===== config.mk =====
export PLATFORM = sky130hd
export DESIGN_NAME = positional_list_engine_core
export DESIGN_NICKNAME = d
export VERILOG_FILES = /design/src/hw/rtl/plist_pkg.sv /design/src/hw/rtl/plist_ctrl.sv /design/src/hw/rtl/plist_dp.sv /design/src/hw/rtl/positional_list_engine_core.sv
export SDC_FILE = /design/constraint.sdc
export NUM_CORES = 1
export LEC_CHECK = 0
export ABC_AREA = 1
export BUFFER_PORTS_ARGS = -buffer_cell sky130_fd_sc_hd__buf_2
export CAP_MARGIN = 40
export CORE_MARGIN = 5
export CORE_UTILIZATION = 40
export DETAILED_ROUTE_END_ITERATION = 8
export PLACE_DENSITY_LB_ADDON = 0.05
export RECOVER_POWER = 25
export SLEW_MARGIN = 30
export SYNTH_ARGS = -nofsm -noshare
export SYNTH_HDL_FRONTEND = slang
export SYNTH_HIERARCHICAL = 1
export SYNTH_SLANG_ARGS = --single-unit

===== constraint.sdc =====
create_clock -name clk -period 4.3 [get_ports clk]
set_input_delay 0.645 -clock clk [delete_from_list [all_inputs] [get_ports clk]]
set_output_delay 0.645 -clock clk [all_outputs]
set_load 0.01 [all_outputs]

===== src/hw/rtl/plist_pkg.sv =====
// Shared types and codes for the positional list engine.
package plist_pkg;

  localparam int POS_W = 8;
  localparam int VAL_W = 32;

  // action codes
  localparam logic [1:0] ACT_INSERT = 2'd0;
  localparam logic [1:0] ACT_DELETE = 2'd1;
  localparam logic [1:0] ACT_GET    = 2'd2;
  localparam logic [1:0] ACT_SEARCH = 2'd3;

  // status codes
  localparam logic [1:0] ST_DONE = 2'd0;
  localparam logic [1:0] ST_MISS = 2'd1;
  localparam logic [1:0] ST_FULL = 2'd2;

  localparam logic signed [VAL_W-1:0] TOP_VALUE = 32'sh7FFF_FFFF;
  localparam logic signed [POS_W-1:0] NO_POS    = -8'sd1;

  typedef struct packed {
    logic [1:0]              action;
    logic [POS_W-1:0]        position;
    logic signed [VAL_W-1:0] value;
  } plist_in_t;

  typedef struct packed {
    logic [1:0]              status;
    logic signed [VAL_W-1:0] read_value;
    logic signed [POS_W-1:0] found_position;
  } plist_out_t;

  // controller to datapath
  typedef struct packed {
    logic load;  // capture the input word
    logic rd;    // issue a store read
    logic use_d; // act on read data
    logic put;   // write the inserted value
    logic fin;   // load the result register
  } plist_cmd_t;

  // datapath to controller
  typedef struct packed {
    logic [1:0] act;
    logic       ok;
    logic       more;
    logic       out_busy;
  } plist_sts_t;

endpackage


===== src/hw/rtl/plist_ctrl.sv =====
// Sequencer for the positional list engine.
module plist_ctrl (
  input  logic                 clk,
  input  logic                 rst_n,
  input  logic                 in_valid,
  output logic                 in_stall,
  input  plist_pkg::plist_sts_t sts,
  output plist_pkg::plist_cmd_t cmd
);
  import plist_pkg::*;

  localparam logic [2:0] S_IDLE = 3'd0;
  localparam logic [2:0] S_STEP = 3'd1;
  localparam logic [2:0] S_READ = 3'd2;
  localparam logic [2:0] S_USE  = 3'd3;
  localparam logic [2:0] S_PUT  = 3'd4;
  localparam logic [2:0] S_FIN  = 3'd5;

  logic [2:0] state_r, state_nxt;

  // sequence one word at a time
  always_comb begin
    state_nxt = state_r;
    cmd       = '0;
    case (state_r)
      S_IDLE: begin
        if (in_valid) begin
          cmd.load  = 1'b1;
          state_nxt = S_STEP;
        end
      end
      S_STEP: begin
        if (!sts.ok) begin
          state_nxt = S_FIN;
        end else if (sts.more) begin
          state_nxt = S_READ;
        end else if (sts.act == ACT_INSERT) begin
          state_nxt = S_PUT;
        end else begin
          state_nxt = S_FIN;
        end
      end
      S_READ: begin
        cmd.rd    = 1'b1;
        state_nxt = S_USE;
      end
      S_USE: begin
        cmd.use_d = 1'b1;
        state_nxt = S_STEP;
      end
      S_PUT: begin
        cmd.put   = 1'b1;
        state_nxt = S_FIN;
      end
      S_FIN: begin
        if (!sts.out_busy) begin
          cmd.fin   = 1'b1;
          state_nxt = S_IDLE;
        end
      end
      default: state_nxt = S_IDLE;
    endcase
  end

  always_ff @(posedge clk) begin
    if (!rst_n) begin
      state_r <= S_IDLE;
    end else begin
      state_r <= state_nxt;
    end
  end

  assign in_stall = (state_r != S_IDLE);

endmodule


===== src/hw/rtl/plist_dp.sv =====
// Datapath of the positional list engine: entry store, count, index and result.
module plist_dp #(
  parameter int CAPACITY = 16
) (
  input  logic                   clk,
  input  logic                   rst_n,
  input  plist_pkg::plist_in_t   in_data,
  input  plist_pkg::plist_cmd_t  cmd,
  output plist_pkg::plist_sts_t  sts,
  output logic                   out_valid,
  input  logic                   out_stall,
  output plist_pkg::plist_out_t  out_data
);
  import plist_pkg::*;

  localparam int CW = $clog2(CAPACITY + 1);
  localparam int AW = $clog2(CAPACITY);
  localparam logic [CW-1:0] CAP_C = CW'(CAPACITY);

  logic signed [VAL_W-1:0] mem [CAPACITY];
  logic signed [VAL_W-1:0] rd_data_r;

  logic [CW-1:0]           count_r;
  logic [CW-1:0]           idx_r;
  logic [CW-1:0]           slot_r;
  logic [1:0]              act_r;
  logic signed [VAL_W-1:0] value_r;
  logic                    ok_r;
  logic                    hit_r;
  logic                    out_valid_r;
  plist_out_t              out_r;

  logic [POS_W-1:0] cnt8;
  logic [POS_W-1:0] pos_m1;
  logic [POS_W-1:0] ins_slot;
  logic [CW-1:0]    rd_addr_w;
  logic [CW:0]      idx_inc;
  logic             more;

  assign cnt8     = {{(POS_W-CW){1'b0}}, count_r};
  assign pos_m1   = (in_data.position <= 8'd1) ? '0 : in_data.position - 8'd1;
  assign ins_slot = (pos_m1 > cnt8) ? cnt8 : pos_m1;
  assign idx_inc  = {1'b0, idx_r} + {{CW{1'b0}}, 1'b1};

  // work left for the current word
  always_comb begin
    case (act_r)
      ACT_INSERT: more = (idx_r > slot_r);
      ACT_DELETE: more = (idx_inc < {1'b0, count_r});
      ACT_GET:    more = !hit_r;
      default:    more = !hit_r && (idx_r < count_r);
    endcase
  end

  // read address: insert pulls from below, delete from above
  always_comb begin
    case (act_r)
      ACT_INSERT: rd_addr_w = idx_r - CW'(1);
      ACT_DELETE: rd_addr_w = idx_inc[CW-1:0];
      default:    rd_addr_w = idx_r;
    endcase
  end

  // capture the word and set up the walk
  always_ff @(posedge clk) begin
    if (cmd.load) begin
      act_r   <= in_data.action;
      value_r <= in_data.value;
      hit_r   <= 1'b0;
      case (in_data.action)
        ACT_INSERT: begin
          ok_r   <= (count_r < CAP_C);
          idx_r  <= count_r;
          slot_r <= ins_slot[CW-1:0];
        end
        ACT_DELETE: begin
          ok_r   <= (in_data.position >= 8'd1) && (in_data.position <= cnt8);
          idx_r  <= pos_m1[CW-1:0];
          slot_r <= '0;
        end
        ACT_GET: begin
          ok_r   <= (pos_m1 < cnt8);
          idx_r  <= pos_m1[CW-1:0];
          slot_r <= '0;
        end
        default: begin
          ok_r   <= 1'b1;
          idx_r  <= '0;
          slot_r <= '0;
        end
      endcase
    end else if (cmd.use_d) begin
      case (act_r)
        ACT_INSERT: idx_r <= idx_r - CW'(1);
        ACT_DELETE: idx_r <= idx_inc[CW-1:0];
        ACT_GET:    hit_r <= 1'b1;
        default: begin
          if (rd_data_r == value_r) begin
            hit_r <= 1'b1;
          end else begin
            idx_r <= idx_inc[CW-1:0];
          end
        end
      endcase
    end
  end

  // entry store: one read, one write per cycle
  always_ff @(posedge clk) begin
    if (cmd.rd) begin
      rd_data_r <= mem[rd_addr_w[AW-1:0]];
    end
    if (cmd.use_d && (act_r == ACT_INSERT || act_r == ACT_DELETE)) begin
      mem[idx_r[AW-1:0]] <= rd_data_r;
    end else if (cmd.put) begin
      mem[slot_r[AW-1:0]] <= value_r;
    end
  end

  // entry count
  always_ff @(posedge clk) begin
    if (!rst_n) begin
      count_r <= '0;
    end else if (cmd.put) begin
      count_r <= count_r + CW'(1);
    end else if (cmd.fin && act_r == ACT_DELETE && ok_r) begin
      count_r <= count_r - CW'(1);
    end
  end

  // result register
  always_ff @(posedge clk) begin
    if (!rst_n) begin
      out_valid_r <= 1'b0;
    end else if (cmd.fin) begin
      out_valid_r <= 1'b1;
    end else if (!out_stall) begin
      out_valid_r <= 1'b0;
    end
  end

  always_ff @(posedge clk) begin
    if (cmd.fin) begin
      case (act_r)
        ACT_INSERT: begin
          out_r.status         <= ok_r ? ST_DONE : ST_FULL;
          out_r.read_value     <= '0;
          out_r.found_position <= '0;
        end
        ACT_DELETE: begin
          out_r.status         <= ok_r ? ST_DONE : ST_MISS;
          out_r.read_value     <= '0;
          out_r.found_position <= '0;
        end
        ACT_GET: begin
          out_r.status         <= ok_r ? ST_DONE : ST_MISS;
          out_r.read_value     <= ok_r ? rd_data_r : TOP_VALUE;
          out_r.found_position <= '0;
        end
        default: begin
          out_r.status         <= hit_r ? ST_DONE : ST_MISS;
          out_r.read_value     <= '0;
          out_r.found_position <= hit_r ? ({{(POS_W-CW){1'b0}}, idx_r} + 8'd1) : NO_POS;
        end
      endcase
    end
  end

  assign out_valid    = out_valid_r;
  assign out_data     = out_r;
  assign sts.act      = act_r;
  assign sts.ok       = ok_r;
  assign sts.more     = more;
  assign sts.out_busy = out_valid_r && out_stall;

`ifndef NO_ASSERTIONS
  a_count_bound: assert property (@(posedge clk) disable iff (!rst_n)
    count_r <= CAP_C)
    else $error("entry count above capacity");

  a_fin_free: assert property (@(posedge clk) disable iff (!rst_n)
    cmd.fin |-> !(out_valid_r && out_stall))
    else $error("result loaded over a waiting word");

  a_count_quiet: assert property (@(posedge clk) disable iff (!rst_n)
    !cmd.put && !cmd.fin |=> $stable(count_r))
    else $error("entry count moved outside insert or delete");

  a_put_room: assert property (@(posedge clk) disable iff (!rst_n)
    cmd.put |-> (count_r < CAP_C) && (slot_r <= count_r))
    else $error("insert write without room");
`endif

endmodule


===== src/hw/rtl/positional_list_engine_core.sv =====
// Top level of the positional list engine: controller plus datapath.
//
//  channel | direction | handshake            | word
//  in_     | input     | in_valid / in_stall   | action, position, value
//  out_    | output    | out_valid / out_stall | status, read_value, found_position
//
// One word is worked at a time; the walk over the entry store sets the pace.
// Each entry moved or compared takes a store read step and a use step; insert
// then writes the new value, get reads one entry, a refused word goes to the result.
// The next word can be taken in the cycle after its result is loaded.
// Reset clears the entry count and the result valid; the store is left as is.
// A new word is taken while an earlier result still waits on out_stall.
module positional_list_engine_core #(
  parameter int CAPACITY = 16
) (
  input  logic                   clk,
  input  logic                   rst_n,
  input  logic                   in_valid,
  output logic                   in_stall,
  input  plist_pkg::plist_in_t   in_data,
  output logic                   out_valid,
  input  logic                   out_stall,
  output plist_pkg::plist_out_t  out_data
);
  import plist_pkg::*;

  plist_cmd_t cmd;
  plist_sts_t sts;

  plist_ctrl u_ctrl (
    .clk      (clk),
    .rst_n    (rst_n),
    .in_valid (in_valid),
    .in_stall (in_stall),
    .sts      (sts),
    .cmd      (cmd)
  );

  plist_dp #(
    .CAPACITY (CAPACITY)
  ) u_dp (
    .clk       (clk),
    .rst_n     (rst_n),
    .in_data   (in_data),
    .cmd       (cmd),
    .sts       (sts),
    .out_valid (out_valid),
    .out_stall (out_stall),
    .out_data  (out_data)
  );

endmodule

**After elaboration in Yosys (flattened, before gate mapping)**

Memory sizes are Yosys's and may differ from the RTL's. A register that Yosys moved wholly into a read port is not among the register bits.
Index checks and enable logic that the tools add are counted.

- $add $sub $neg: 6
- Order comparisons: 9
- Bitwise logic cells: 1
- Reductions and logical operators: 21
- Mux-type cells: 43
- Eq/ne operators: 15

Operators with widths:

| cell | count |
|---|---|
| 42-bit case mux with 3 select lines | 1 |
| 32-bit 2-to-1 mux | 2 |
| 32-bit equality test | 1 |
| 32-bit OR reduction | 1 |
| 5-bit 2-to-1 mux | 6 |
| 1-bit 2-to-1 mux | 19 |
| 3-bit case mux with 6 select lines | 1 |
| 8-bit 2-to-1 mux | 2 |
| 5-bit case mux with 3 select lines | 1 |
| 5-bit by 1-bit adder with 6-bit output (second input constant) | 2 |
| 3-bit 2-to-1 mux | 4 |
| 5-bit case mux with 2 select lines | 1 |
| 5-bit by 1-bit subtractor with 5-bit output (second input constant) | 2 |
| 8-bit by 1-bit >= comparator with 1-bit output (second input constant) | 1 |
| 8-bit by 5-bit greater-than comparator with 1-bit output | 1 |
| 8-bit by 1-bit <= comparator with 1-bit output (second input constant) | 1 |
| 8-bit by 5-bit <= comparator with 1-bit output | 1 |
| 8-bit by 5-bit < comparator with 1-bit output | 1 |
| 4-bit case mux with 2 select lines | 1 |
| 8-bit by 1-bit subtractor with 8-bit output (second input constant) | 1 |
| 3-bit by 2-bit equality test with 1-bit output (second input constant) | 2 |
| 3-bit equality test (second input constant) | 2 |
| 1-bit logical AND | 6 |
| 6-bit by 5-bit < comparator with 1-bit output | 1 |
| 24 further kinds | 34 |

- Bits in writable memories: 512
- Bits of input ports: 46
- Logic and storage cells: 108
- Register bits after elaboration: 97
- Memories kept: 1

Memory list:

| name | words | width | rd ports | clocked after Yosys merged registers in | write ports | line | RTL |
|---|---|---|---|---|---|---|---|
| u_dp.mem | 16 | 32 | 1 | 1 | 1 | plist_dp.sv:20 | `logic signed [VAL_W-1:0] mem [CAPACITY];` |

**Longest topological paths before layout**

- Depth in word-level cells: 7
- Gate-level depth with buffers: 18
- Depth with buffers taken out: 18

**Cells and area by module**

The synthesis kept the hierarchy.

Modules (own cells, without submodules):

| module | cells each | sequential area each (um2) | area each (um2) | instances |
|---|---|---|---|---|
| plist_dp | 2301 | 19058.3 | 27491.4 | 1 |
| plist_ctrl | 34 | 60.1 | 206.4 | 1 |

**Least setup slack after synthesis**

No wires, ideal clock.

- Path type: input port to flip-flop
- Start point: in out_stall
- End point: reg u_dp.count_r[3]
- Data required time: 4184 ps
- Setup slack: -253 ps
- Path buffers: 0
- Stages: 8
- Library setup time: 116 ps
- Arrival: 4437 ps
- Cells stage by stage: nand2_1 -> inv_1 -> nor3_1 -> inv_1 -> nor2_1 -> a21oi_1 -> o211ai_1 -> inv_1

RTL lines:

| what | line | RTL |
|---|---|---|
| start, declared | positional_list_engine_core.sv:22 | `input logic out_stall,` |
| end signal, assigned | plist_dp.sv:125 | `count_r <= count_r + CW'(1);` |
| end signal, assigned | plist_dp.sv:127 | `count_r <= count_r - CW'(1);` |
| end, declared | plist_dp.sv:23 | `logic [CW-1:0] count_r;` |

**Final worst setup path**

- Start point: reg u_dp.act_r[1]
- End point: mem u_dp.mem[2][1] (enable)

- Longest elaborated chain between the ends: 7
- Elaborated cells on any way between the ends: 11

RTL lines:

| what | line | RTL |
|---|---|---|
| start, declared | plist_dp.sv:26 | `logic [1:0] act_r;` |
| start signal, assigned | plist_dp.sv:67 | `act_r <= in_data.action;` |
| 2-bit by 1-bit equality test with 1-bit output / 2-bit logical NOT (equally long branches) | plist_dp.sv:113 | `if (cmd.use_d && (act_r == ACT_INSERT \|\| act_r == ACT_DELETE)) begin` |
| 1-bit logical OR (*) | plist_dp.sv:113 |  |
| 1-bit logical AND (*) | plist_dp.sv:113 |  |
| 1-bit 2-to-1 mux | plist_dp.sv:113 |  |
| 1-bit 2-to-1 mux (not written as such) | plist_dp.sv:116 | `mem[slot_r[AW-1:0]] <= value_r;` |
| 32-bit OR reduction (no line) | n/a |  |
| 4-bit 2-to-1 mux (no line) / 1-bit 2-to-1 mux (equally long branches) | n/a |  |
| end, declared | plist_dp.sv:20 |  |

Every way passes the cells marked *; elsewhere a longest branch is shown, timed or not.

==> key figures <==
STA
  – Final Cycle Share: 85.7%
  – Max-slew violation count: 76
  – Final setup viols: 0
  – Fin. Hold Viols: 0
  – Final Critical Period: roughly 3700 ps
  – Fmax: between 200 and 300 MHz
  – Relative slew slack: -98.8%
  – Worst Max-Slew Pin Slew: 2980 ps
  – Setup TNS: 0 ps
  – Worst Skew: about 20 ps
  – RSZ-0062 raised after global routing: false
  – Final WS setup: 617 ps

Yosys
  – Post-synthesis xor/xnor area fraction: less than 1%
  – Post-synth ARST share: 0%
  – Syn Area/Cell: ~12 um2
  – Mux share of post-synthesis cell area: less than 1%
  – Number of synthesized flops with an enable pin: 630
  – Synth warn: 6
  – Cells after synthesis: between 2k and 2.5k
  – Seq/Total Area, Yosys: around 70%
  – Compound-Gate Fraction of Synth Area: 10.5%
  – Adder-cell share of the synthesized area: under 10%
  – Netlist cell types: 41
  – Syn Nets: ~2.4k
  – Largest family of logic cells by synthesized area: simple AND/OR/NAND/NOR gates
  – Simple logic cell fraction of the synthesized area: between 10 and 15%
  – Cell Area, Synth: 0.0277 mm2
  – Ys flop type: edfxtp_1
  – #FFs+latches synth: between 600 and 700

Placed design
  – Placed instance area: ~0.030 mm2
  – IO Port Bufs: between 80 and 90
  – Setup WS pre-CTS: approximately 840 ps
  – Hpwl dp: around 43000 um
  – Routability cong.: slightly above 0.8

Detailed routing
  – DRC: 0
  – Pre-Repair DR Iteration Count: 5
  – Initial DRC Count: 1203
  – DR vias: between 15k and 20k
  – WL/cell: just over 20 um
  – ANT nets after route: 0
  – Vias/cell: 5.07
  – Total Wirelength: about 70000 um

Power
  – Peak VDD IR: about 0.32 mV
  – Total Power: about 18 mW
  – Static Leakage: between 10 and 15 nW
  – Pwr Density: between 500 and 600 mW/mm2

GRT
  – Grt met1 use: between 20 and 30%
  – Largest net degree at the start of global routing: between 100 and 150
  – M2 GR Usage: between 20% and 30%
  – GRT Util Overall: a little under a fifth
  – GR met3 Demand/Resource: under 10%
  – Vias in the first global route: between 15k and 20k
  – Global-route wire length before repair: 107000 um
  – Overflow after GRT: 0
  – Initial antenna violation count: 0
  – Grt peak-use layer: met2

Final layout
  – Fraction of layout cells with a size suffix above 1: under 10%
  – Final nets: 2529
  – Fillers: approximately 6.3k
  – Number of antenna diodes: 0
  – Util after Layout: ~46%
  – Multi-input gate area: between 0.006 and 0.007 mm2
  – Seq. cell area: 0.0191 mm2
  – Most common cell after layout, fill and taps aside: edfxtp_1
  – Area grow syn2layout: 14.8%
  – Final Instance Area: between 0.03 and 0.04 mm2
  – Most frequent cells in the layout: 630 x edfxtp_1, 366 x inv_1, 312 x nand2_1

Run status
  – Failing checks: max-capacitance violations, max-slew violations
  – Status: complete, but fails checks

Die
  – Die Wd: roughly 270 um
  – I/O pins: 90
  – Starting Density: 40.4%
  – Cell Rows: 96
  – Die footprint: approximately 0.075 mm2
  – Die H: between 200 and 300 um
  – CORE AREA: 0.0686 mm2

Hold path
  – Worst Hold Path Cells: 1
  – Worst min path class: primary input to register
  – Hold Startpoint: in_data[8]
  – WHS Endpoint: u_dp/value_r[8]

Setup path
  – Critical R2R Capture: u_dp/mem[2][1]
  – Arrival time worst endpoint: around 3900 ps
  – Crit path max-delay cell type: o21ai_0
  – Worst R2R Path Depth: 7
  – Startpoint Class: register
  – Slowest stage delay, CP: between 600 and 700 ps
  – Most used cell, CP: nand2_1
  – CP Max Fanout: 25
  – CP Capture Type: register
  – Worst r2r src: u_dp/act_r[1]
  – Worst Path Required: 4530 ps
  – CP cell instances: inv_1 -> nand2_1 -> nand2_1 -> o21ai_0 -> nand3_1 -> nor2_4 -> buf_4
  – FF-to-FF setup slack: 620 ps
  – Setup Crit Path Kind: register to register

Clock network
  – CTS Sinks: 640
  – Cts repair resizes: 0
  – CTS Buffer Depth: 3
  – CTS tree: yes
  – CTS buffer count: between 70 and 80
  – Post-CTS Setup Bufs: 0
  – H-tree levels: 3
  – Hold-fix buffers, CTS: 0
  – Worst-Skew Late Latency: 610 ps
  – Register clock-pin slew on the reported worst setup and hold paths: approximately 60 ps
  – Root buf cell: clkbuf_16

Flow run
  – Total of max-cap violations: 2
-- how the worst max path moves through the flow --
stage	from	to	slack, ps	cells after the start
floorplan	in_valid	u_dp/idx_r[0]	710	4
global placement	u_dp/act_r[1]	u_dp/mem[2][27]	850	7
detailed placement	u_dp/act_r[1]	u_dp/mem[2][26]	840	7
CTS	u_ctrl/state_r[0]	u_dp/mem[2][2]	830	8
global route	u_dp/act_r[1]	u_dp/mem[2][2]	470	7
finish	u_dp/act_r[1]	u_dp/mem[2][1]	620	7
-- kinds of logic after synthesis --
logic type                 Yosys count
buffers and inverters              491
DFF                                640
AOI/OAI and AO/OA                  500
xor gates and xnor gates            16
adders and majority gates           34
muxes                                9
and+or+nand+nor                    645
-- flip-flops by register name, indices dropped and copies added (netlist names) --
signal / flops
u_dp/out_data: 41
u_dp/count_r: 5
u_dp/ok_r: 1
u_dp/out_valid: 1
u_dp/rd_data_r: 32
u_dp/hit_r: 1
u_dp/mem: 512
u_dp/value_r: 32
u_ctrl/state_r: 3
u_dp/act_r: 2
u_dp/slot_r: 5
u_dp/idx_r: 5
-- cells in the mapped netlist, types with 2 or more instances --
master    count  share of area (%)
o21ai_0     149                2.7
o31ai_1       2              0.054
nand2_2       2              0.045
nand4_1      17               0.38
or2_2         2              0.045
ha_1         33                1.5
o211ai_1    131                3.6
nand3_1     126                2.3
o21ai_1      24               0.43
buf_1        12               0.16
nand3b_1     96                2.6
a21oi_1     176                3.2
buf_4        15               0.41
edfxtp_1    630                 68
clkbuf_2      7               0.13
o221ai_1      3              0.095
inv_1       365                4.9
mux2_2        9               0.37
a32o_1        2              0.072
inv_2         4              0.054
buf_2        52               0.94
dfxtp_1      10               0.72
o21bai_1      4               0.11
nand2_1     311                4.2
xnor2_1       9               0.28
xor2_1        7               0.22
clkbuf_1     34               0.46
nor2_1       84                1.1
nor3_1        3              0.054
o22ai_1       4              0.090
buf_6         2              0.081
-- through the flow --
stage,cells,hold WS [ps]
floorplan,2335,422
global placement,3300,432
detailed placement,3302,458
CTS,3438,165
global route,3440,183
finish,3440,210
-- metal layers --
layer  vias up  wire [um]
met4         0       1260
met1      8525      33600
li1       8457          -
met3        87       3360
met5         -          0
met2       361      31900
-- layout make-up --
| class | count | share of cell area [%] |
|---|---|---|
| sequential | 640 | 60.1 |
| multi-input combinational | 1204 | 21.3 |
| clock inverter | 42 | 1.20 |
| inverter | 369 | 4.35 |
| clock buffer | 94 | 6.26 |
| tap | 931 | 3.66 |
| timing repair buffer | 160 | 3.12 |
-- power breakdown --
part           total (mW)  switching [mW]  internal [mW]  leakage [nW]
sequential           7.52           0.138           7.38          5.79
clock                6.13            2.49           3.65          1.16
combinational        3.96            2.73           1.22          4.89
-- worst max-delay path: cells and delay by family, from the launching register on --
family	cells	cell delay [ps]
buffers and inverters	2	760
and+or+nand+nor	4	1330
DFF	1	520
AOI/OAI and AO/OA	1	670
Note: power is estimated with default switching activity, not from simulation.
